$ cat src/rtl/sdh_div.sv
// Restoring serial divider, one quotient bit per cycle.
`timescale 1ns / 1ps
module sdh_div #(
  parameter int N_W = 37,
  parameter int D_W = 24,
  localparam int CNT_W = $clog2(N_W + 1)
) (
  input  logic           clk,
  input  logic           rst,
  input  logic           start,
  input  logic [N_W-1:0] dividend,
  input  logic [D_W-1:0] divisor,
  output logic [N_W-1:0] quotient,
  output logic           done
);

  logic [N_W-1:0]   dvd;
  logic [D_W-1:0]   dvs;
  logic [D_W-1:0]   rem;
  logic [CNT_W-1:0] cnt;
  logic             busy;
  logic [D_W:0]     rs;
  logic             fits;

  assign rs   = {rem, dvd[N_W-1]};
  assign fits = (rs >= {1'b0, dvs});

  always_ff @(posedge clk) begin
    if (rst) begin
      busy <= 1'b0;
      done <= 1'b0;
    end else begin
      done <= 1'b0;
      if (start) begin
        busy <= 1'b1;
        cnt  <= CNT_W'(N_W);
      end else if (busy) begin
        cnt <= cnt - 1'b1;
        if (cnt == CNT_W'(1)) begin
          busy <= 1'b0;
          done <= 1'b1;
        end
      end
    end
  end

  always_ff @(posedge clk) begin
    if (start) begin
      dvd      <= dividend;
      dvs      <= divisor;
      rem      <= '0;
      quotient <= '0;
    end else if (busy) begin
      dvd      <= {dvd[N_W-2:0], 1'b0};
      rem      <= fits ? D_W'(rs - {1'b0, dvs}) : rs[D_W-1:0];
      quotient <= {quotient[N_W-2:0], fits};
    end
  end

endmodule

$ cat config.mk
export PLATFORM = sky130hd
export DESIGN_NAME = sdh_div
export DESIGN_NICKNAME = d
export VERILOG_FILES = /design/src/rtl/sdh_div.sv
export SDC_FILE = /design/constraint.sdc
export NUM_CORES = 1
export LEC_CHECK = 0
export ABC_AREA = 0
export BUFFER_PORTS_ARGS = -buffer_cell sky130_fd_sc_hd__buf_2
export CORE_MARGIN = 5
export CORE_UTILIZATION = 45
export CTS_BUF_LIST = sky130_fd_sc_hd__clkbuf_4 sky130_fd_sc_hd__clkbuf_8
export CTS_CLUSTER_DIAMETER = 200
export CTS_CLUSTER_SIZE = 28
export DETAILED_ROUTE_END_ITERATION = 6
export GPL_ROUTABILITY_DRIVEN = 0
export GPL_TIMING_DRIVEN = 0
export PLACE_DENSITY = 0.76
export SLEW_MARGIN = 20
export SYNTH_ARGS = -nofsm -noshare
export SYNTH_HDL_FRONTEND = slang
export SYNTH_SLANG_ARGS = --single-unit
$ cat constraint.sdc
create_clock -name clk -period 3.3 [get_ports clk]
set_input_delay 0 -clock clk [delete_from_list [all_inputs] [get_ports clk]]
set_output_delay 0 -clock clk [all_outputs]
set_load 0.01 [all_outputs]
==> results by group <==
Outcome
  • Status: finished, final reports clean

Timing
  • Max Fclk: between 300 and 400 MHz
  • Final setup violation count: 0
  • Tcrit/Tclk final: 0.9174
  • Layout Skew: 17.72 ps
  • RSZ-0062 raised after global routing: no
  • Slew Limit Fails: 0
  • Tmin final: 3027 ps
  • Hold Vio Cnt, Final: 0
  • Rel. slew slack: 0.4874
  • Worst-margin pin slew: approximately 770 ps
  • Setup TNS: 0 ps

Min path
  • Hold Path End: dvs[2]
  • Hold Path Stages: 1
  • Worst Hold Launch: start
  • Hold crit path type: input pin to register

Drt
  • DRC: 0
  • Final wirelength: 15340 um
  • Total iterations of the first detailed-routing run: 5
  • WL per Instance: 16.11 um
  • Initial drt markers: between 200 and 300
  • Antenna Nets Post-Route: 0
  • Via count: 5056
  • Vias per inst: between 5 and 6

Setup path
  • Critical path's slowest cell: or4_4
  • Setup crit end kind: register
  • Bufs and invs on worst path: 3
  • CP startpoint kind: register
  • Crit-path max FO: 10
  • Crit. path cell count: 11
  • Most frequent CP cell: buf_2
  • FF-to-FF setup slack: 270 ps
  • Worst path max stage delay: 510 ps
  • Reg-to-reg endpoint: rem[0]
  • CP cell instances: inv_1 > ha_1 > buf_2 > a21o_1 > or4_4 > nor3b_2 > nor2_1 > a21oi_1 > buf_2 > nand2_1 > a311oi_1
  • Critical path class: register to register
  • Reg2Reg Depth: 11
  • Worst r2r src: dvs[18]
  • Crit path max-delay family: simple AND/OR/NAND/NOR gates
  • Worst EP required: between 3000 and 4000 ps
  • Crit path DAT: 3370 ps

Pwr
  • Reg power frac: 0.459
  • Switching pwr: 1.050 mW
  • Internal Power: 3.009 mW
  • Worst VDD drop: roughly 0.37 mV
  • PwrDens: 495.8 nW/um2
  • Leak Pwr: 3.474 nW
  • Clock power share: 0.368
  • Switching share of power: 0.2586
  • Comb power frac: 0.173

Clocking
  • Hold_buf cts: 62
  • Htree depth: 4
  • # Post-CTS Setup Buffers: 0
  • Num CTS Buffers: 17
  • CTS Sinks: between 100 and 150
  • CTS Root Cell: clkbuf_8
  • Worst-path clk slew: roughly 80 ps
  • Clock latency on the worst-skew pair: around 440 ps
  • CTS tree: done
  • Clock Path Buffers: 2
  • Post-CTS resize count: 0

Floorplanning
  • Core area: 13930 um2
  • Die height: 129.2 um
  • Die X: between 100 and 150 um
  • Count of standard-cell rows: 43
  • IO Count: 102
  • Full die area: 16700 um2
  • Initial core utilization: 0.4592

Place
  • Placed Instances: 859
  • Dpl hpwl: roughly 10000 um
  • Number of buffers added on ports: 101

Synth
  • Multiplexer share of the synthesized area: 0.1439
  • Post-synth ARST share: 0
  • Top cells by area, synth: edfxtp_1, dfxtp_1, mux2i_1, mux2_2, ha_1
  • Synthesized instance count: 578
  • Yosys Warn Count: 0
  • Post-synth EDFFs: 67
  • Synth cell count leaders: nor2_1, edfxtp_1, dfxtp_1
  • Simple-Gate Fraction of Synth Area: 0.1046
  • Synth Cell Area: 6399 um2
  • Yosys cell types: 56
  • Cell with the most instances after synthesis: nor2_1
  • Flops & latches, synth: 130
  • Cell taking the most area after synthesis: edfxtp_1
  • Post-Synth Adder-Cell Area: 0.05397
  • Share of the synthesized area in the top cell type: 0.3144
  • Syn_nets: 669
  • Post-synthesis compound-gate area fraction: 0.1156
  • Synth Flop Type: edfxtp_1
  • Post-synthesis xor/xnor area fraction: 0.02874
  • Main combinational cell family by area after synthesis: multiplexers
  • Register area share after synthesis: 0.5115
  • Mean Syn Cell Area: between 10 and 15 um2

Finish
  • Final non-filler cell total: 952
  • Nets: 851
  • Layout cells sized above 1: 0.2435
  • Area delta synth->final: 27.92%
  • Number of diodes: 0

GRT
  • Largest net degree at the start of global routing: 38
  • GRT overflow: 0
  • Number of global-route vias before repair: roughly 5200
  • Antenna violations before repair: 0
  • Total GRT Usage: 0.1893
  • First-pass GRT wire length: 24810 um

Run
  • Max-capacitance violation count: 0
placed cells by master (no fill, tap or decap), types with 9 or more instances in the layout:
cell           instances
buf_2                104
nor2_1                74
edfxtp_1              67
dfxtp_1               63
dlygate4sd3_1         62
mux2i_1               50
mux2_2                36
inv_1                 34
ha_1                  26
nand2_1               23
clkbuf_1              21
a211oi_1              20
clkbuf_8              19
a21oi_1               16
xnor2_1               13
and3_1                12
o21ai_0               12
o21a_1                10
nand3_1                9
nor3_1                 9
layout make-up:
type | instances | area, um2
plain buffers | 30 | 135.1
clock buffers | 19 | 261.5
clock inverters | 12 | 173.9
fillers | 1154 | 5749
inverters | 35 | 131.4
multi-input cells | 383 | 2859
flip-flops and latches | 130 | 3273
well taps | 180 | 225.2
repair buffers | 163 | 1126
sequential cells by signal, indices dropped and copies added, names as in the netlist:
register / cells
dvd: 37
quotient: 37
dvs: 24
rem: 24
cnt: 6
busy: 1
done: 1
routing by layer:
metal | wire length, um | vias to the layer above | track usage
li1 | - | 2455 | -
met1 | 6360 | 2392 | 0.2295
met2 | 7463 | 172 | 0.3146
met3 | 1060 | 37 | 0.05029
met4 | 450 | 0 | 0.08894
met5 | 0 | - | 0
metrics by stage:
stage               total power, mW  setup WS (ps)  hold WS, ps    util  area, um2
floorplan                     2.354          718.6        76.79       -       6399
global placement              2.498          391.1        178.2  0.5116       7129
detailed placement            2.521          340.2        178.7  0.5116       7129
CTS                           4.076          303.2        94.30  0.5874       8185
global route                  4.248          99.34        101.6  0.5874       8185
finish                        4.059          272.7        112.5  0.5874       8185
cell families after synthesis:
group           Yosys count
buf+inv                  65
xor+xnor                 21
compound gates          102
mux                      87
flops                   130
fa+ha+maj                27
simple gates            146
power groups by stage:
stage | Combinational (mW) | Sequential (mW) | Clock (mW)
2_1_floorplan | 0.474 | 1.88 | 0
3_3_place_gp | 0.607 | 1.89 | 0
3_5_place_dp | 0.628 | 1.89 | 0
4_1_cts | 0.690 | 1.86 | 1.53
5_1_grt | 0.771 | 1.87 | 1.61
6_report | 0.701 | 1.86 | 1.49
worst max-delay path by stage:
stage,to,slack (ps),from
2_1_floorplan,rem[19],720,dvs[16]
3_3_place_gp,rem[15],390,dvs[18]
3_5_place_dp,rem[0],340,dvs[18]
4_1_cts,rem[0],300,dvs[18]
5_1_grt,rem[15],100,dvs[7]
6_report,rem[0],270,dvs[18]
worst register-to-register path, cell delays in order, from the launching register on:
cell      delay [ps]
edfxtp_1         360
inv_1            100
ha_1             240
buf_2            160
a21o_1           200
or4_4            510
nor3b_2          260
nor2_1           110
a21oi_1          290
buf_2            340
nand2_1          100
a311oi_1         260
No activity file was read; power rests on OpenSTA's default activity.
