===== config.mk =====
export PLATFORM = sky130hd
export DESIGN_NAME = sdh_ram
export DESIGN_NICKNAME = d
export VERILOG_FILES = /design/src/rtl/sdh_ram.sv
export SDC_FILE = /design/constraint.sdc
export NUM_CORES = 1
export LEC_CHECK = 0
export BUFFER_PORTS_ARGS = -buffer_cell sky130_fd_sc_hd__buf_2
export CAP_MARGIN = 30
export CORE_MARGIN = 4
export CORE_UTILIZATION = 45
export DETAILED_ROUTE_END_ITERATION = 16
export PLACE_DENSITY_LB_ADDON = 0.12
export SYNTH_ARGS = -nofsm -noshare
export SYNTH_HDL_FRONTEND = slang
export SYNTH_SLANG_ARGS = --single-unit
export TNS_END_PERCENT = 50

===== constraint.sdc =====
create_clock -name clk -period 1.8 [get_ports clk]
set_input_delay 0.27 -clock clk [delete_from_list [all_inputs] [get_ports clk]]
set_output_delay 0.27 -clock clk [all_outputs]
set_load 0.05 [all_outputs]

===== src/rtl/sdh_ram.sv =====
// Generic single-port-write, single-port-read RAM with registered read data.
`timescale 1ns / 1ps
module sdh_ram #(
  parameter int WIDTH = 8,
  parameter int DEPTH = 16,
  localparam int AW = (DEPTH > 1) ? $clog2(DEPTH) : 1
) (
  input  logic             clk,
  input  logic             we,
  input  logic [AW-1:0]    waddr,
  input  logic [WIDTH-1:0] wdata,
  input  logic [AW-1:0]    raddr,
  output logic [WIDTH-1:0] rdata
);

  logic [WIDTH-1:0] mem [DEPTH];

  always_ff @(posedge clk) begin
    if (we) begin
      mem[waddr] <= wdata;
    end
    rdata <= mem[raddr];
  end

endmodule


==> reports/qor.txt, run 1 <==
Clk sinks = 136
Max-Cap Viols = 0
Via count = 2437
Reg2reg setup slack = 0.50 ns
Share of layout cells above drive strength 1 = 0.328
Run status = complete, no violations
Ys Warns = 0
Grt total ovfl = 0
DR pass1 iterations = 4
Net count after synthesis = 247
Number of buffers created by CTS = 17
Final period util = 0.724
Yosys top cell area share = 0.747
Final hold vios = 0
GP Congestion = 0.720
Fin worst setup slack = 0.497 ns
Critical Path AT = 1.03 ns
Initial antenna violation count = 0
Unrepaired setup endpoints after global routing = no
Area of the core = 11000 µm²
CP max stage delay = 0.35 ns
Skew-Pair Late Insertion Delay = 0.40 ns
TritonCTS clock tree = yes
Setup_tns = 0 ns
Post-synth top area cell = edfxtp_1
Buffers on Ports = 25
H-tree Lvls = 4
Worst Setup End Kind = output port
Measured slew at the worst slew-check pin = 0.397 ns
Synth unique cells = 19
Synth Instances = 229
Leak Pwr = 0.00214 µW
Tmin final = 1.30 ns
Synth top area cells = edfxtp_1, mux4_2, mux4_1
Reg2reg path depth = 3
Crit Path Max Fanout = 1
# rows = 38
P&R area growth vs syn = 20.6%
Post-DP HPWL = 6200 µm
Wirelength per Cell = 21.3 µm
Die footprint = 13200 µm²
Ant diodes = 0
Worst path bufs/invs = 1
Crit path cell chain = buf_2
Crit path max-delay family = flip-flops
Final Max Slew Viols = 0
Hold Path Stages = 1
Clock-pin slew on the worst setup and hold paths = 0.06 ns
Synthesized cell area = 5150 µm²
IO Pins = 26
Fraction of synthesized area in multiplexers = 0.150
Remaining antenna violation count = 0
Post-CTS Hold Fix Bufs = 0
VDD IR-drop max = 0.606 mV
Pin count of the biggest net entering global routing = 21
Synth Area in Compound Gates = 0.0233
Post-synthesis simple-gate area fraction = 0.0318
Sequential area share after synthesis = 0.778
Hold Crit Class = in2reg
Setup violations, final = 0
Largest family of logic cells by synthesized area = multiplexers
Clk buf depth = 2
Initial Util = 0.467
Global Route Usage Sum = 0.156
Die Y-Extent = 115 µm
Critical path class = reg2out
Final WL = 9360 µm
Synth Area per Inst = 22.5 µm²
Slowest-stage cell, CP = dfxtp_1
Slew headroom = 0.735
Yosys reg bits = 136
Power per cell area = 1240 nW/µm²
Commonest cells after routing, fill and taps aside = edfxtp_1, buf_2, buf_4, mux4_2, clkbuf_16
Post-cts resize count = 0
Clk root buf = clkbuf_16
Initial DRC count = 144
CP required = 1.53 ns
Global-route wire length before repair = 14800 µm
Final Util = 0.563
Post-CTS setup repair buffer count = 0
XOR/XNOR Fraction of Synth Area = 0
Die width = 115 µm
Clock Skew = 0.0107 ns
Total Nets Final = 304
WP depth = 1
Place WS = 0.108 ns
Adder-cell share of the synthesized area = 0
# DRC = 0
Number of global-route vias before repair = 2503
Via density per instance = 5.55
Most common cell after layout, fill and taps aside = edfxtp_1
Fmax = 768 MHz
Startpoint Class = flop
[state kept, by name (all words and copies together), names as in the netlist]
| name | cells |
|---|---|
| mem | 128 |
| rdata | 8 |
[logic make-up (layout without fill, tap and decap cells)]
kind of cell           count (synthesis)  count (layout)
buffers and inverters                 10              80
and+or+nand+nor                       35              35
DFF                                  136             136
AOI/OAI and AO/OA                     16              16
muxes                                 32              32
[cell usage after synthesis]
| cell | count |
|---|---|
| a22oi_1 | 16 |
| and2_1 | 1 |
| and2b_1 | 1 |
| buf_2 | 3 |
| buf_4 | 1 |
| buf_6 | 3 |
| clkdlybuf4s25_2 | 3 |
| dfxtp_1 | 8 |
| edfxtp_1 | 128 |
| mux4_1 | 14 |
| mux4_2 | 18 |
| nand2_1 | 9 |
| nand2b_1 | 2 |
| nand3_1 | 1 |
| nand3b_1 | 2 |
| nor2_1 | 13 |
| nor2b_1 | 1 |
| nor3_1 | 4 |
| or3b_2 | 1 |
[where the power goes]
group          internal [µW]  switching, µW
combinational            148            248
sequential              3540           22.5
clock                   2470           1260
total                   6160           1530
[worst paths after layout]
| kind | start | endpoint |
|---|---|---|
| min | wdata[4] | mem[14][4]$_DFFE_PP_ |
| min reg2reg | mem[0][2]$_DFFE_PP_ | rdata[2]$_DFF_P_ |
| max reg2reg | mem[10][2]$_DFFE_PP_ | rdata[2]$_DFF_P_ |
| max | rdata[2]$_DFF_P_ | rdata[2] |
[cell type report]
cell class | instances | area (µm²)
clock buffers | 18 | 429
repair buffers | 48 | 323
clock inverters | 14 | 221
well taps | 140 | 175
multi-input cells | 83 | 1060
fillers | 845 | 4820
flip-flops and latches | 136 | 4000
[layer usage]
layer	part of all wire	wire, µm	vias up	global-route usage
li1	-	-	1092	-
met1	0.45	4230	1293	0.214
met2	0.50	4660	48	0.243
met3	0.045	420	4	0.0426
met4	0.0054	51	0	0.0516
met5	0	0	-	0
[metrics by stage]
stage	power [µW]	instances	hold slack, ns	cell area (µm²)
2_1_floorplan	3880	229	0.369	5150
3_3_place_gp	4030	407	0.655	5560
3_5_place_dp	4030	407	0.660	5560
4_1_cts	7780	439	0.240	6210
5_1_grt	7960	439	0.252	6210
6_report	7690	439	0.254	6210
[worst register-to-register path: cells and delay by family (launching register included)]
family,cells,cell delay (ns)
mux,1,0.51
simple gates,1,0.07
flops,1,0.37
compound gates,1,0.25
Note: power is estimated with default switching activity, not from simulation.
==> run 2: changes to the inputs <==
Clock period 1.8 ns to 1.3 ns, I/O delays scaled along.
==> reports/qor.txt, run 2 (synthesized netlist as in run 1, its figures left out) <==
Run status = complete, no violations
VDD IR-drop max = 0.949 mV (+57%)
H-tree Lvls = 4 (unchanged)
Most used routing layer = met2
Via count = 2455 (+0.74%)
Initial DRC count = 153 (+6.3%)
Skew-Pair Late Insertion Delay = 0.40 ns (about the same)
Post-route non-filler standard cell count = 450 (+2.5%)
Reg2reg path depth = 3 (unchanged)
M1 GR Usage = 0.228 (+0.0144)
Hold_sp = wdata[4]
Worst Setup End Kind = flop
Setup_tns = 0 ns (unchanged)
Reg with most FFs = mem
Measured slew at the worst slew-check pin = 0.861 ns (+0.464 ns)
Max-Cap Viols = 0 (unchanged)
Ant diodes = 0 (unchanged)
Global Route Usage Sum = 0.166 (+0.0103)
Critical Path AT = 1.56 ns (+0.53 ns)
Startpoint Class = flop
Hold Crit Class = in2reg
Top Registers = mem x128, rdata x8
Seq. cell area = 4000 µm² (unchanged)
Initial Util = 0.467 (unchanged)
Die footprint = 13200 µm² (unchanged)
Clk root buf = clkbuf_16
Final Max Slew Viols = 0 (unchanged)
# DRC = 0 (unchanged)
Hold Path Stages = 1 (unchanged)
Most common cell after layout, fill and taps aside = edfxtp_1
Number of buffers created by CTS = 17 (unchanged)
Commonest cells after routing, fill and taps aside = edfxtp_1, buf_4, mux4_2, buf_2, clkbuf_16
Unrepaired setup endpoints after global routing = yes
Wirelength per Cell = 22.0 µm (+3.3%)
Reg2reg setup slack = 0.03 ns (-0.47 ns)
Grt total ovfl = 0 (unchanged)
Final WL = 9910 µm (+5.9%)
Post-CTS Hold Fix Bufs = 0 (unchanged)
# rows = 38 (unchanged)
Critical R2R Launch = mem[2][2]$_DFFE_PP_
Area of the core = 11000 µm² (unchanged)
Buffers on Ports = 25 (unchanged)
Hold Slack = 0.181 ns (-0.0738 ns)
Leak Pwr = 0.00216 µW (+1.0%)
Via density per instance = 5.46 (-1.7%)
Final period util = 0.977
Pint = 8190 µW (+33%)
Post-CTS setup repair buffer count = 0 (unchanged)
Post-DP HPWL = 6710 µm (+8.2%)
Comb power frac = 0.060 (+0.009)
Met3 Usage GRT = 0.0500 (+0.00737)
Switching part of the total power = 0.200 (+0.000881)
Clock-pin slew on the worst setup and hold paths = 0.05 ns (about the same)
Area occupied by multi-input gates = 1090 µm² (+2.8%)
Slew headroom = 0.425 (-0.311)
Number of global-route vias before repair = 2621 (+4.7%)
Max reg flops = 128 (unchanged)
Fmax = 787 MHz
Routing usage on met2 = 0.257 (+0.0139)
Remaining antenna violation count = 0 (unchanged)
Clk sinks = 136 (unchanged)
GP Congestion = 0.743 (+3.2%)
CP required = 1.59 ns (+0.06 ns)
Share of layout cells above drive strength 1 = 0.394 (+0.0658)
Clock Skew = 0.00739 ns (-0.00327 ns)
Sequential share of power = 0.482 (+0.019)
Placed insts = 418 (+2.7%)
Die Y-Extent = 115 µm (unchanged)
IO Pins = 26 (unchanged)
DR pass1 iterations = 4 (unchanged)
Critical path class = reg2reg
Global-route wire length before repair = 15600 µm (+6.0%)
R2R Path End = rdata[2]$_DFF_P_
Die width = 115 µm (unchanged)
Total Nets Final = 315 (+3.6%)
Clk buf depth = 2 (unchanged)
Net Sw Power = 2050 µW (+34%)
Pin count of the biggest net entering global routing = 17 (-19%)
Final hold vios = 0 (unchanged)
Initial antenna violation count = 0 (unchanged)
TritonCTS clock tree = yes
Tmin final = 1.27 ns
Hold endpoint = mem[5][4]$_DFFE_PP_
P&R area growth vs syn = 22.7%
# fillers = 852 (+0.83%)
Setup violations, final = 0 (unchanged)
Power per cell area = 1620 nW/µm² (+31%)
Crit Path Max Fanout = 1 (unchanged)
Fraction of power consumed by the clock network = 0.458 (-0.027)
## run 2: worst max-delay path: stages, from the launching register on
cell and delay, ns:
edfxtp_1 0.37, mux4_2 0.47, a22oi_2 0.23, nand2_1 0.08
## run 2: per-layer routing
layer  vias to the layer above  routed length [µm]
met5                         -                   0
met3                        13                 318
li1                       1111                   -
met1                      1284                4680
met4                         0                 108
met2                        47                4800
## run 2: metrics by stage
step           power [µW]  setup slack (ns)  utilization  cell area [µm²]
2_1_floorplan        5370           -0.0866            -             5170
4_1_cts             10300           -0.0118        0.574             6330
6_report            10200            0.0299        0.573             6320
5_1_grt             10600           -0.0254        0.573             6320
3_3_place_gp         5620            -0.352        0.520             5730
3_5_place_dp         5630            -0.355        0.520             5730
## run 2: layout make-up
type | count | area share
Sequential cell | 136 | 0.634
Multi-Input combinational cell | 83 | 0.172
Timing Repair Buffer | 59 | 0.0745
Clock buffer | 22 | 0.0719
Tap cell | 140 | 0.0277
Clock inverter | 10 | 0.0200
## run 2: timing repair
item / 4_1_cts / 5_1_grt
setup endpoints to repair: 7 / 7
pin swaps: 2 / 8
resized for setup: 8 / 6
## run 2: worst max-delay path by stage
stage,from,endpoint,slack [ns],cells after the start
floorplan,waddr[3],mem[4][0]$_DFFE_PP_,-0.09,2
global placement,raddr[0],rdata[2]$_DFF_P_,-0.35,5
detailed placement,raddr[0],rdata[2]$_DFF_P_,-0.35,5
CTS,mem[0][0]$_DFFE_PP_,rdata[0]$_DFF_P_,-0.01,3
global route,mem[1][2]$_DFFE_PP_,rdata[2]$_DFF_P_,-0.03,3
finish,mem[2][2]$_DFFE_PP_,rdata[2]$_DFF_P_,0.03,3
## run 2: power groups by stage
stage / clock [µW] / combinational, µW / sequential, µW
6_report: 4690 / 615 / 4930
3_3_place_gp: 0 / 597 / 5020
2_1_floorplan: 0 / 253 / 5120
3_5_place_dp: 0 / 604 / 5020
4_1_cts: 4740 / 620 / 4940
5_1_grt: 4960 / 662 / 4940
