## src/rtl/sdh_sqrt.sv

```systemverilog
// Iterative integer square root, one result bit per cycle.
`timescale 1ns / 1ps
module sdh_sqrt #(
  parameter int ROOT_W = 35,
  localparam int RAD_W = 2 * ROOT_W,
  localparam int CNT_W = $clog2(ROOT_W + 1)
) (
  input  logic              clk,
  input  logic              rst,
  input  logic              start,
  input  logic [RAD_W-1:0]  radicand,
  output logic [ROOT_W-1:0] root,
  output logic              done
);

  logic [RAD_W-1:0]  rad_sh;
  logic [ROOT_W+1:0] rem;
  logic [CNT_W-1:0]  cnt;
  logic              busy;
  logic [ROOT_W+2:0] rem_sh;
  logic [ROOT_W+2:0] trial;
  logic              fits;

  assign rem_sh = {rem[ROOT_W:0], rad_sh[RAD_W-1 -: 2]};
  assign trial  = {1'b0, root, 2'b01};
  assign fits   = (rem_sh >= trial);

  always_ff @(posedge clk) begin
    if (rst) begin
      busy <= 1'b0;
      done <= 1'b0;
    end else begin
      done <= 1'b0;
      if (start) begin
        busy <= 1'b1;
        cnt  <= CNT_W'(ROOT_W);
      end else if (busy) begin
        cnt <= cnt - 1'b1;
        if (cnt == CNT_W'(1)) begin
          busy <= 1'b0;
          done <= 1'b1;
        end
      end
    end
  end

  always_ff @(posedge clk) begin
    if (start) begin
      rad_sh <= radicand;
      rem    <= '0;
      root   <= '0;
    end else if (busy) begin
      rad_sh <= {rad_sh[RAD_W-3:0], 2'b00};
      rem    <= fits ? (ROOT_W+2)'(rem_sh - trial) : rem_sh[ROOT_W+1:0];
      root   <= {root[ROOT_W-2:0], fits};
    end
  end

endmodule

```

## config.mk

```make
export PLATFORM = sky130hd
export DESIGN_NAME = sdh_sqrt
export DESIGN_NICKNAME = d
export VERILOG_FILES = /design/src/rtl/sdh_sqrt.sv
export SDC_FILE = /design/constraint.sdc
export NUM_CORES = 1
export LEC_CHECK = 0
export BUFFER_PORTS_ARGS = -buffer_cell sky130_fd_sc_hd__buf_2
export CAP_MARGIN = 20
export CORE_MARGIN = 1
export CORE_UTILIZATION = 30
export DETAILED_ROUTE_END_ITERATION = 10
export GPL_ROUTABILITY_DRIVEN = 0
export MAX_ROUTING_LAYER = met4
export PLACE_DENSITY_LB_ADDON = 0.3
export SYNTH_ARGS = -nofsm -noshare
export SYNTH_HDL_FRONTEND = slang
export SYNTH_SLANG_ARGS = --single-unit
```

## constraint.sdc

```tcl
create_clock -name clk -period 6.01 [get_ports clk]
set_input_delay 0.601 -clock clk [delete_from_list [all_inputs] [get_ports clk]]
set_output_delay 0.601 -clock clk [all_outputs]
set_load 0.02 [all_outputs]
```

==> results of run 1 <==
## power breakdown
group	switching [mW]	internal (mW)	total [mW]
Clock	0.468	0.626	1.09
Combinational	1.84	1.33	3.17
Sequential	0.110	1.23	1.34
Total	2.42	3.19	5.60
## worst paths after layout
kind | from | end | slack (ns) | cells past startpoint
setup / recovery | root[0]$_SDFFE_PP0P_ | rem[35]$_SDFFE_PP0P_ | 2.53 | 11
hold / removal | rst | done$_SDFF_PP0_ | 0.38 | 2
setup reg to reg | root[0]$_SDFFE_PP0P_ | rem[35]$_SDFFE_PP0P_ | 2.53 | 11
hold reg to reg | rem[34]$_SDFFE_PP0P_ | rem[34]$_SDFFE_PP0P_ | 0.46 | 2
## layer usage
metal  GRT usage (%)  vias up
li1                -     3067
met1            17.7     2841
met2            21.7      118
met3            4.91       19
met4            4.27        0
met5               -        -
## logic make-up after synthesis
group | synth area share (%)
and+or+nand+nor | 10.7
AOI/OAI and AO/OA | 14.9
buffers and inverters | 4.76
adders and majority gates | 5.87
xor gates and xnor gates | 3.69
muxes | 15.0
DFF | 45.1
## area by class of cell
type	instances	share of cell area [%]
Multi-Input combinational cell	557	42.9
Sequential cell	149	38.5
Timing Repair Buffer	113	6.22
Clock buffer	18	4.41
Tap cell	341	4.38
Inverter	48	1.85
Clock inverter	13	1.67
Antenna cell	5	0.129
## through the flow
| stage | hold WS (ns) | setup WS (ns) | power (mW) | utilization, % |
|---|---|---|---|---|
| 3_5_place_dp | 0.456 | 2.49 | 4.52 | 33.7 |
| 3_3_place_gp | 0.442 | 2.56 | 4.51 | 33.7 |
| 4_1_cts | 0.368 | 2.47 | 5.65 | 35.9 |
| 6_report | 0.381 | 2.53 | 5.60 | 36.0 |
| 2_1_floorplan | 0.432 | 3.22 | 4.10 | - |
| 5_1_grt | 0.383 | 2.25 | 6.03 | 36.0 |
## registers in the layout (all words and copies together), names as in the netlist
name    flops
root       35
done        1
rem        36
busy        1
cnt         6
rad_sh     70
## placed cells by master, fill, tap and decap left out, types with 9 or more instances in the layout
| cell type | instances |
|---|---|
| inv_1 | 47 |
| o21ai_0 | 27 |
| edfxtp_1 | 76 |
| a211oi_1 | 9 |
| a21oi_1 | 37 |
| nand3_1 | 13 |
| a21o_1 | 9 |
| buf_2 | 107 |
| nand2_1 | 42 |
| xnor2_1 | 16 |
| mux2i_1 | 46 |
| xor2_1 | 19 |
| a21oi_2 | 13 |
| nor2_1 | 90 |
| dfxtp_1 | 72 |
| clkbuf_16 | 17 |
| ha_1 | 39 |
| nor3_1 | 9 |
| a211oi_2 | 13 |
| mux2_2 | 70 |
## worst max-delay path, stage by stage (launching register included)
cell and delay, ns:
dfxtp_1 0.34, inv_1 0.06, ha_1 0.33, nor2b_1 0.18, o31a_1 0.29, a41oi_2 0.28, a21oi_2 0.11, or2_1 0.30
o21ai_4 0.78, mux2_2 0.41, mux2i_1 0.17, a211oi_2 0.06
==> impl_results.md, run 1 <==
* Status: complete, no violations
* Ys async rst share at 0%
* Clock Skews at about 0.01 ns
* Cts hold-fix bufs at 0
* Clock sinks at roughly 150
* Top cells by count, synth: 91 x nor2_1, 76 x edfxtp_1, 73 x dfxtp_1, 70 x mux2_2, 48 x inv_1
* DR WL met3 at between 1 and 1.5 mm
* FMAX at around 290 MHz
* GRT Overall Usage at 14.2%
* Total number of yosys warnings at 0
* Clock latency on the worst-skew pair at about 0.42 ns
* Pwr Density at ~580 nW/um^2
* Area share of the largest cell type after synthesis at 27.5%
* Post-cts sizing count at 0
* Post-CTS Setup Inserts at 0
* Drt via density at between 4 and 5
* DRC violations left at 0
* Worst Tran Pin Value at around 1.0 ns
* Cell Area, Placed at about 9100 sq um
* Cell with the most instances after synthesis: nor2_1
* Yosys top cell by area: edfxtp_1
* Crit Path Category: register to register
* Final #Nets at about 1000
* Max-cap viol count at 0
* Number of buffers created by CTS at 17
* Fill cell count at 2770
* RSZ-0062 raised after global routing: false
* Sum Neg Setup Slack at 0 ns
* Chip Width at 168 microns
* Non-Filler Instances at around 1.2k
* IO buf count at ~110
* DRT Pass-1 Iters at 6
* Rows at 60
* Fin crit period at 3.48 ns
* CP endpoint kind: register
* CP startpoint kind: register
* Initial antenna violation count at 5
* Final period util at between 50% and 60%
* Slew HR at ~30%
* Post-route ant nets at 0
* Synth area leaders: edfxtp_1 27%, dfxtp_1 18%, mux2_2 9.5%
* DP HPWL at about 13 mm
* Sequential area share after synthesis at ~45%
* Hold Fails Final Rpt at 0
* Static Leak at roughly 3.9 nW
* EDFF count, synth at 76
* H-tree levels at 4
* Mapped Cells at between 700 and 800
* IO Count at ~110
* Initial core utilization at a little under a third
* CTS tree: yes
* Syn Area/Cell at around 10 sq um
* Final setup viols at 0
* Largest net degree at the start of global routing at 87
* Core area at 27000 sq um
* Die area at 28400 sq um
* WL/cell at between 15 and 20 microns
* Most used DFF post-synth: edfxtp_1
* Max clock buf depth at 2
* VDD IR-drop max at ~700 uV
* Inst Count DP at between 1k and 1.5k
* Vias in the first global route at roughly 6k
* DR vias at about 6k
* HP Class: primary input to register
* FF/Latch Area at 3750 sq um
* GRT overflow at 0
* Routed wire length on met2 at ~8.6 mm
* Fin area at 9740 sq um
* Flops & latches, synth at 149
* DRT Wirelength at about 19 mm
* WL met1 at 9.03 mm
* Area taken by multi-input logic gates at 4170 sq um
* First-pass GRT wire length at a little over 30 mm
* Worst Path Max Fanout at 31
* Layout area overhead at 17.2%
* Post-synthesis net count at 905
* Req. time, crit path at 6.27 ns
* Final Max Slew Viols at 0
* Synth cell types at between 60 and 70
* Syn Std Cell Area at a little over 8000 sq um
* Max Used Layer: met4
* Share of layout cells above drive strength 1 at 28.1%
* Initial DRC Count at roughly 300
* Die height at 168 microns
* Worst-path clk slew at approximately 0.060 ns
* Clock root buffer: clkbuf_16
* Worst EP arrival at approximately 3.7 ns
Power figures use the tool's default switching activity.
==> inputs of run 2 (changes only) <==
clock period = 3.26 ns   (was 6.01 ns; I/O delays follow)
==> run 2 against run 1 <==
Net effect: flip-flop and latch count unchanged; clock skew barely moved; sequential power rose by 85%; core utilization increased by 0.12 points; hold slack worse by 0.27 ns; die area did not move; clock-buffer cell count shrank 1; global-route usage rose by 0.20 points; routed wire length is 0.20% higher.
==> impl_results.md, run 2 (synthesis gave the netlist of run 1 again) <==
* DP HPWL at 13.7 mm (+2.7%)
* Cells along the critical path: inv_1 -> ha_1 -> nor2b_1 -> o31a_1 -> a41oi_2 -> a21oi_2 -> or2_1 -> o21ai_4 -> buf_4 -> mux2i_1 -> a211oi_1
* Largest Register: rad_sh
* GRT Overall Usage at 14.4% (+0.20 points)
* Crit Path Category: register to register
* Fin crit period at 3.06 ns (-0.417 ns)
* Core area at 27000 sq um (unchanged)
* Worst Path Max Fanout at 18 (-42%)
* First-pass GRT wire length at 31.6 mm (+2.3%)
* Hold depth at 2 (unchanged)
* Status: complete, no violations
* Worst setup margin at 0.196 ns (-2.33 ns)
* Reg-to-Reg End: rem[30]$_SDFFE_PP0P_
* Max-cap viol count at 0 (unchanged)
* Inst Count DP at 1219 (+0.99%)
* Final setup viols at 0 (unchanged)
* Worst Min Path Start: rst
* Delay-heaviest family, CP: compound AO/OA/AOI/OAI gates
* Drt via density at 4.86 (about the same)
* Share of layout cells above drive strength 1 at 28.8% (+0.76 points)
* CP startpoint kind: register
* FMAX at 326 MHz (+14%)
* Worst path max stage delay at 0.38 ns (-0.40 ns)
* Initial DRC Count at 351 (+19%)
* Crit path buf inv count at 2 (+1)
* Final period util at 94.0% (+36 points)
* Max clock buf depth at 2 (unchanged)
* WL met1 at 9.00 mm (-0.41%)
* Worst reg-to-reg path cell count at 11 (unchanged)
* Clock Skews at 0.0101 ns (+0.000162 ns)
* Worst-path clk slew at 0.07 ns (about the same)
* HP Class: primary input to register
* Worst EP arrival at 3.34 ns (-0.40 ns)
* Die height at 168 microns (unchanged)
* Max Used Layer: met4
* RSZ-0062 raised after global routing: false
* VDD IR-drop max at 607 uV (-13%)
* DRT Wirelength at 19.2 mm (+0.20%)
* WL/cell at 15.3 microns (-0.68%)
* Post-cts sizing count at 0 (unchanged)
* Leading cell types in the layout, fill and taps excluded: 107 x buf_2, 91 x nor2_1, 76 x edfxtp_1
* DR WL met3 at 1.43 mm (+16%)
* Post-CTS Setup Inserts at 0 (unchanged)
* Clock root buffer: clkbuf_16
* Chip Width at 168 microns (unchanged)
* Final Max Slew Viols at 0 (unchanged)
* IO Count at 109 (unchanged)
* DRC violations left at 0 (unchanged)
* Cts hold-fix bufs at 0 (unchanged)
* Worst path slowest cell: o21ai_4
* Final #Nets at 1009 (+1.1%)
* Static Leak at 3.94 nW (+0.91%)
* PnR Total Power at 10.4 mW (+85%)
* DRT Pass-1 Iters at 5 (-1)
* DR vias at 6098 (+0.88%)
* Max reg flops at 70 (unchanged)
* Clock power share at 18.0% (-1.5 points)
* Seq pwr share at 24.0% (about the same)
* Initial antenna violation count at 5 (unchanged)
* Initial core utilization at 30.7% (unchanged)
* Rows at 60 (unchanged)
* Hold Fails Final Rpt at 0 (unchanged)
* Most common cell after layout, fill and taps aside: buf_2
* Switching pwr at 4.51 mW (+87%)
* Largest regs: rad_sh x70, rem x36, root x35
* CP endpoint kind: register
* Hold Path Sink: done$_SDFF_PP0_
* Req. time, crit path at 3.53 ns (-2.74 ns)
* Cell Area, Placed at 9210 sq um (+1.1%)
* Worst reg2reg startpoint: root[0]$_SDFFE_PP0P_
* Largest net degree at the start of global routing at 72 (-17%)
* Die area at 28400 sq um (unchanged)
* Slew HR at 51.2% (+21 points)
* Switching share of power at 43.6% (+0.46 points)
* CTS tree: yes
* Clock latency on the worst-skew pair at 0.42 ns (about the same)
* Post-route ant nets at 0 (unchanged)
* Sum Neg Setup Slack at 0 ns (unchanged)
* Pwr Density at 1060 nW/um^2 (+84%)
* Number of buffers created by CTS at 17 (unchanged)
* Worst Tran Pin Value at 0.732 ns (-0.313 ns)
* Non-Filler Instances at 1255 (+0.88%)
* Layout area overhead at 17.6%
* Pint at 5.84 mW (+83%)
* Vias in the first global route at 6167 (+3.2%)
* R2R Setup Slk at 0.20 ns (-2.33 ns)
* Routed wire length on met2 at 8.59 mm (-0.48%)
* Share of power burned in combinational logic at 58.0% (+1.5 points)
* Clock sinks at 149 (unchanged)
* GRT overflow at 0 (unchanged)
* Setup WS pre-CTS at 0.231 ns (-2.26 ns)
* IO buf count at 108 (unchanged)
* Fin area at 9770 sq um (+0.33%)
* H-tree levels at 4 (unchanged)
==> run 2: cell type report <==
type | count | area, sq um
Antenna cell | 5 | 12.5
Clock buffer | 17 | 425
Clock inverter | 14 | 119
Fill cell | 2743 | 17300
Inverter | 48 | 180
Multi-Input combinational cell | 557 | 4170
Sequential cell | 149 | 3750
Tap cell | 341 | 427
Timing Repair Buffer | 124 | 688
==> run 2: worst max-delay path by stage <==
stage	start	to	slack (ns)	cells after the start
after floorplan	root[25]$_SDFFE_PP0P_	rem[35]$_SDFFE_PP0P_	0.47	12
after global placement	root[3]$_SDFFE_PP0P_	rem[30]$_SDFFE_PP0P_	0.31	11
after detailed placement	root[3]$_SDFFE_PP0P_	rem[27]$_SDFFE_PP0P_	0.23	11
after CTS	root[0]$_SDFFE_PP0P_	rem[30]$_SDFFE_PP0P_	0.22	11
after global routing	root[0]$_SDFFE_PP0P_	rem[30]$_SDFFE_PP0P_	0.01	11
final	root[0]$_SDFFE_PP0P_	rem[30]$_SDFFE_PP0P_	0.20	11
==> run 2: stage by stage <==
stage	utilization, %	hold WS (ns)
after floorplan	-	0.405
after global placement	34.1	0.447
after detailed placement	34.1	0.449
after CTS	36.1	0.109
after global routing	36.1	0.108
final	36.1	0.109
==> run 2: layer usage <==
| layer | up-vias | GRT usage [%] |
|---|---|---|
| met3 | 12 | 5.10 |
| met4 | 0 | 3.12 |
| met1 | 2860 | 18.2 |
| met2 | 138 | 22.2 |
| li1 | 3088 | - |
| met5 | - | - |
==> run 2: power by group through the flow <==
| stage | Clock (mW) | Combinational [mW] | Sequential, mW |
|---|---|---|---|
| after detailed placement | 0 | 5.96 | 2.52 |
| after global routing | 2.01 | 6.67 | 2.52 |
| final | 1.87 | 6.01 | 2.48 |
| after floorplan | 0 | 5.11 | 2.45 |
| after global placement | 0 | 5.98 | 2.52 |
| after CTS | 1.93 | 6.01 | 2.49 |
==> inputs of run 3 (changes only) <==
PLACE_DENSITY = 0.47   (was unset)
PLACE_DENSITY_LB_ADDON = unset   (was 0.3)
==> run 3 against run 2 <==
Net effect: register-to-register slack gained 0.08 ns; total power grew 1.6%; die area is the same.
==> impl_results.md, run 3 (synthesis gave the netlist of run 1 again) <==
* Status: complete, no violations
* Post-CTS Setup Inserts at 0 (unchanged)
* Post-cts sizing count at 0 (unchanged)
* Worst reg2reg startpoint: root[0]$_SDFFE_PP0P_
* Worst Tran Pin Value at 0.782 ns (+0.0504 ns)
* Req. time, crit path at 3.56 ns (+0.03 ns)
* RSZ-0062 raised after global routing: false
* Final period util at 91.4% (-2.6 points)
* Worst path depth at 12 (+1)
* Sum Neg Setup Slack at 0 ns (unchanged)
* Post-layout util at 36.4% (+0.29 points)
* Final #Nets at 1011 (+0.20%)
* Cts hold-fix bufs at 0 (unchanged)
* Largest Register: rad_sh
* IO buf count at 108 (unchanged)
* Pint at 5.93 mW (+1.5%)
* Hold Slack at 0.0889 ns (-0.0200 ns)
* PnR Total Power at 10.5 mW (+1.6%)
* DRC violations left at 0 (unchanged)
* Vias in the first global route at 6156 (-0.18%)
* FMAX at 336 MHz (+2.8%)
* Hold Fails Final Rpt at 0 (unchanged)
* Largest net degree at the start of global routing at 72 (unchanged)
* Switching pwr at 4.59 mW (+1.7%)
* CP endpoint kind: register
* Fin crit period at 2.98 ns (-0.0844 ns)
* IO Count at 109 (unchanged)
* Worst path slowest cell: dfxtp_1
* R2R Setup Slk at 0.28 ns (+0.08 ns)
* Max-cap viol count at 0 (unchanged)
* DP HPWL at 13.8 mm (+0.90%)
* Worst EP arrival at 3.28 ns (-0.06 ns)
* Most common cell after layout, fill and taps aside: buf_2
* GRT overflow at 0 (unchanged)
* Slew HR at 47.9% (-3.4 points)
* GRT Overall Usage at 14.9% (+0.41 points)
* Initial DRC Count at 341 (-2.8%)
* Core area at 27000 sq um (unchanged)
* Worst path max stage delay at 0.34 ns (-0.04 ns)
* Cells along the critical path: inv_1 -> ha_1 -> nor2b_1 -> o31a_1 -> a41oi_2 -> a21oi_2 -> or2_1 -> o21ai_4 -> buf_12 -> nor2_1 -> a211oi_1 -> nor3_1
* Crit Path Category: register to register
* Die height at 168 microns (unchanged)
* Share of layout cells above drive strength 1 at 29.2% (+0.34 points)
* Static Leak at 3.99 nW (+1.1%)
* WL/cell at 15.6 microns (+2.1%)
* Rows at 60 (unchanged)
* Die area at 28400 sq um (unchanged)
* Critical Path End: rem[19]$_SDFFE_PP0P_
* Post-route ant nets at 0 (unchanged)
* Worst Path Max Fanout at 30 (+12)
* Leading cell types in the layout, fill and taps excluded: 107 x buf_2, 91 x nor2_1, 76 x edfxtp_1
* Switching share of power at 43.6% (+0.044 points)
* Clock Skews at 0.0119 ns (+0.00176 ns)
* Final Max Slew Viols at 0 (unchanged)
* VDD IR-drop max at 916 uV (+51%)
* Clock sinks at 149 (unchanged)
* H-tree levels at 4 (unchanged)
* DR vias at 6101 (+0.049%)
* CP startpoint kind: register
* DRT Pass-1 Iters at 4 (-1)
* First-pass GRT wire length at 32.4 mm (+2.5%)
* HP Class: primary input to register
* Worst setup margin at 0.281 ns (+0.0844 ns)
* Seq pwr share at 23.5% (-0.5 points)
* Crit path buf inv count at 2 (unchanged)
* Pwr Density at 1070 nW/um^2 (+0.76%)
* Largest regs: rad_sh x70, rem x36, root x35
* Worst-path clk slew at 0.07 ns (about the same)
* Setup WS pre-CTS at 0.302 ns (+0.0711 ns)
* Share of power burned in combinational logic at 57.6% (-0.4 points)
* Worst setup path startpoint: root[0]$_SDFFE_PP0P_
* Clock latency on the worst-skew pair at 0.42 ns (about the same)
* CTS tree: yes
* Initial antenna violation count at 3 (-2)
* Drt via density at 4.85 (-0.11%)
* Clock root buffer: clkbuf_16
* Layout area overhead at 18.5%
* Final setup viols at 0 (unchanged)
* DRT Wirelength at 19.6 mm (+2.3%)
* Reg-to-Reg End: rem[19]$_SDFFE_PP0P_
* Chip Width at 168 microns (unchanged)
* Clock power share at 18.9% (+0.9 points)
* Worst reg-to-reg path cell count at 12 (+1)
* Initial core utilization at 30.7% (unchanged)
* Delay-heaviest family, CP: compound AO/OA/AOI/OAI gates
* Max clock buf depth at 2 (unchanged)
* Number of buffers created by CTS at 17 (unchanged)
* Max reg flops at 70 (unchanged)
run 3: power by group through the flow:
stage | Sequential [mW] | Combinational (mW) | Clock, mW
2_1_floorplan | 2.45 | 5.11 | 0
3_3_place_gp | 2.51 | 6.15 | 0
3_5_place_dp | 2.51 | 6.08 | 0
4_1_cts | 2.47 | 6.13 | 2.06
5_1_grt | 2.51 | 6.77 | 2.13
6_report | 2.47 | 6.06 | 1.99
run 3: final cells by class:
class	count	area, sq um
Fill cell	2793	17200
Multi-Input combinational cell	557	4170
Sequential cell	149	3750
Timing Repair Buffer	126	716
Tap cell	341	427
Clock buffer	17	425
Inverter	48	180
Clock inverter	15	171
Antenna cell	4	10.0
run 3: layer usage:
| layer | GRT usage, % | vias up | share of wire, % |
|---|---|---|---|
| met1 | 19.5 | 2908 | 49 |
| met2 | 22.3 | 103 | 45 |
| met4 | 4.15 | 0 | 0.63 |
| met5 | - | - | 0 |
| li1 | - | 3081 | - |
| met3 | 4.18 | 9 | 5.5 |
run 3: worst reg2reg max path: cells and delay by family (launching register included):
| family | cells | cell delay (ns) |
|---|---|---|
| AO/OA/AOI/OAI | 5 | 1.22 |
| AND/OR/NAND/NOR | 4 | 0.65 |
| flip-flops | 1 | 0.34 |
| adder cells (fa/ha/maj) | 1 | 0.34 |
| buffers and inverters | 2 | 0.30 |
run 3: how the worst min path moves through the flow:
stage                              start                   end  slack, ns  cells past startpoint
CTS                                  rst       done$_SDFF_PP0_       0.06                      2
detailed placement  rem[34]$_SDFFE_PP0P_  rem[34]$_SDFFE_PP0P_       0.45                      2
floorplan                            rst       done$_SDFF_PP0_       0.41                      1
global placement    rem[34]$_SDFFE_PP0P_  rem[34]$_SDFFE_PP0P_       0.44                      2
global route                         rst       done$_SDFF_PP0_       0.07                      2
finish                               rst       done$_SDFF_PP0_       0.09                      2
run 3: per-stage QoR:
stage               instance area (sq um)  instances
finish                               9850       1257
global route                         9840       1256
CTS                                  9840       1253
detailed placement                   9240       1221
global placement                     9240       1221
floorplan                            8310        793
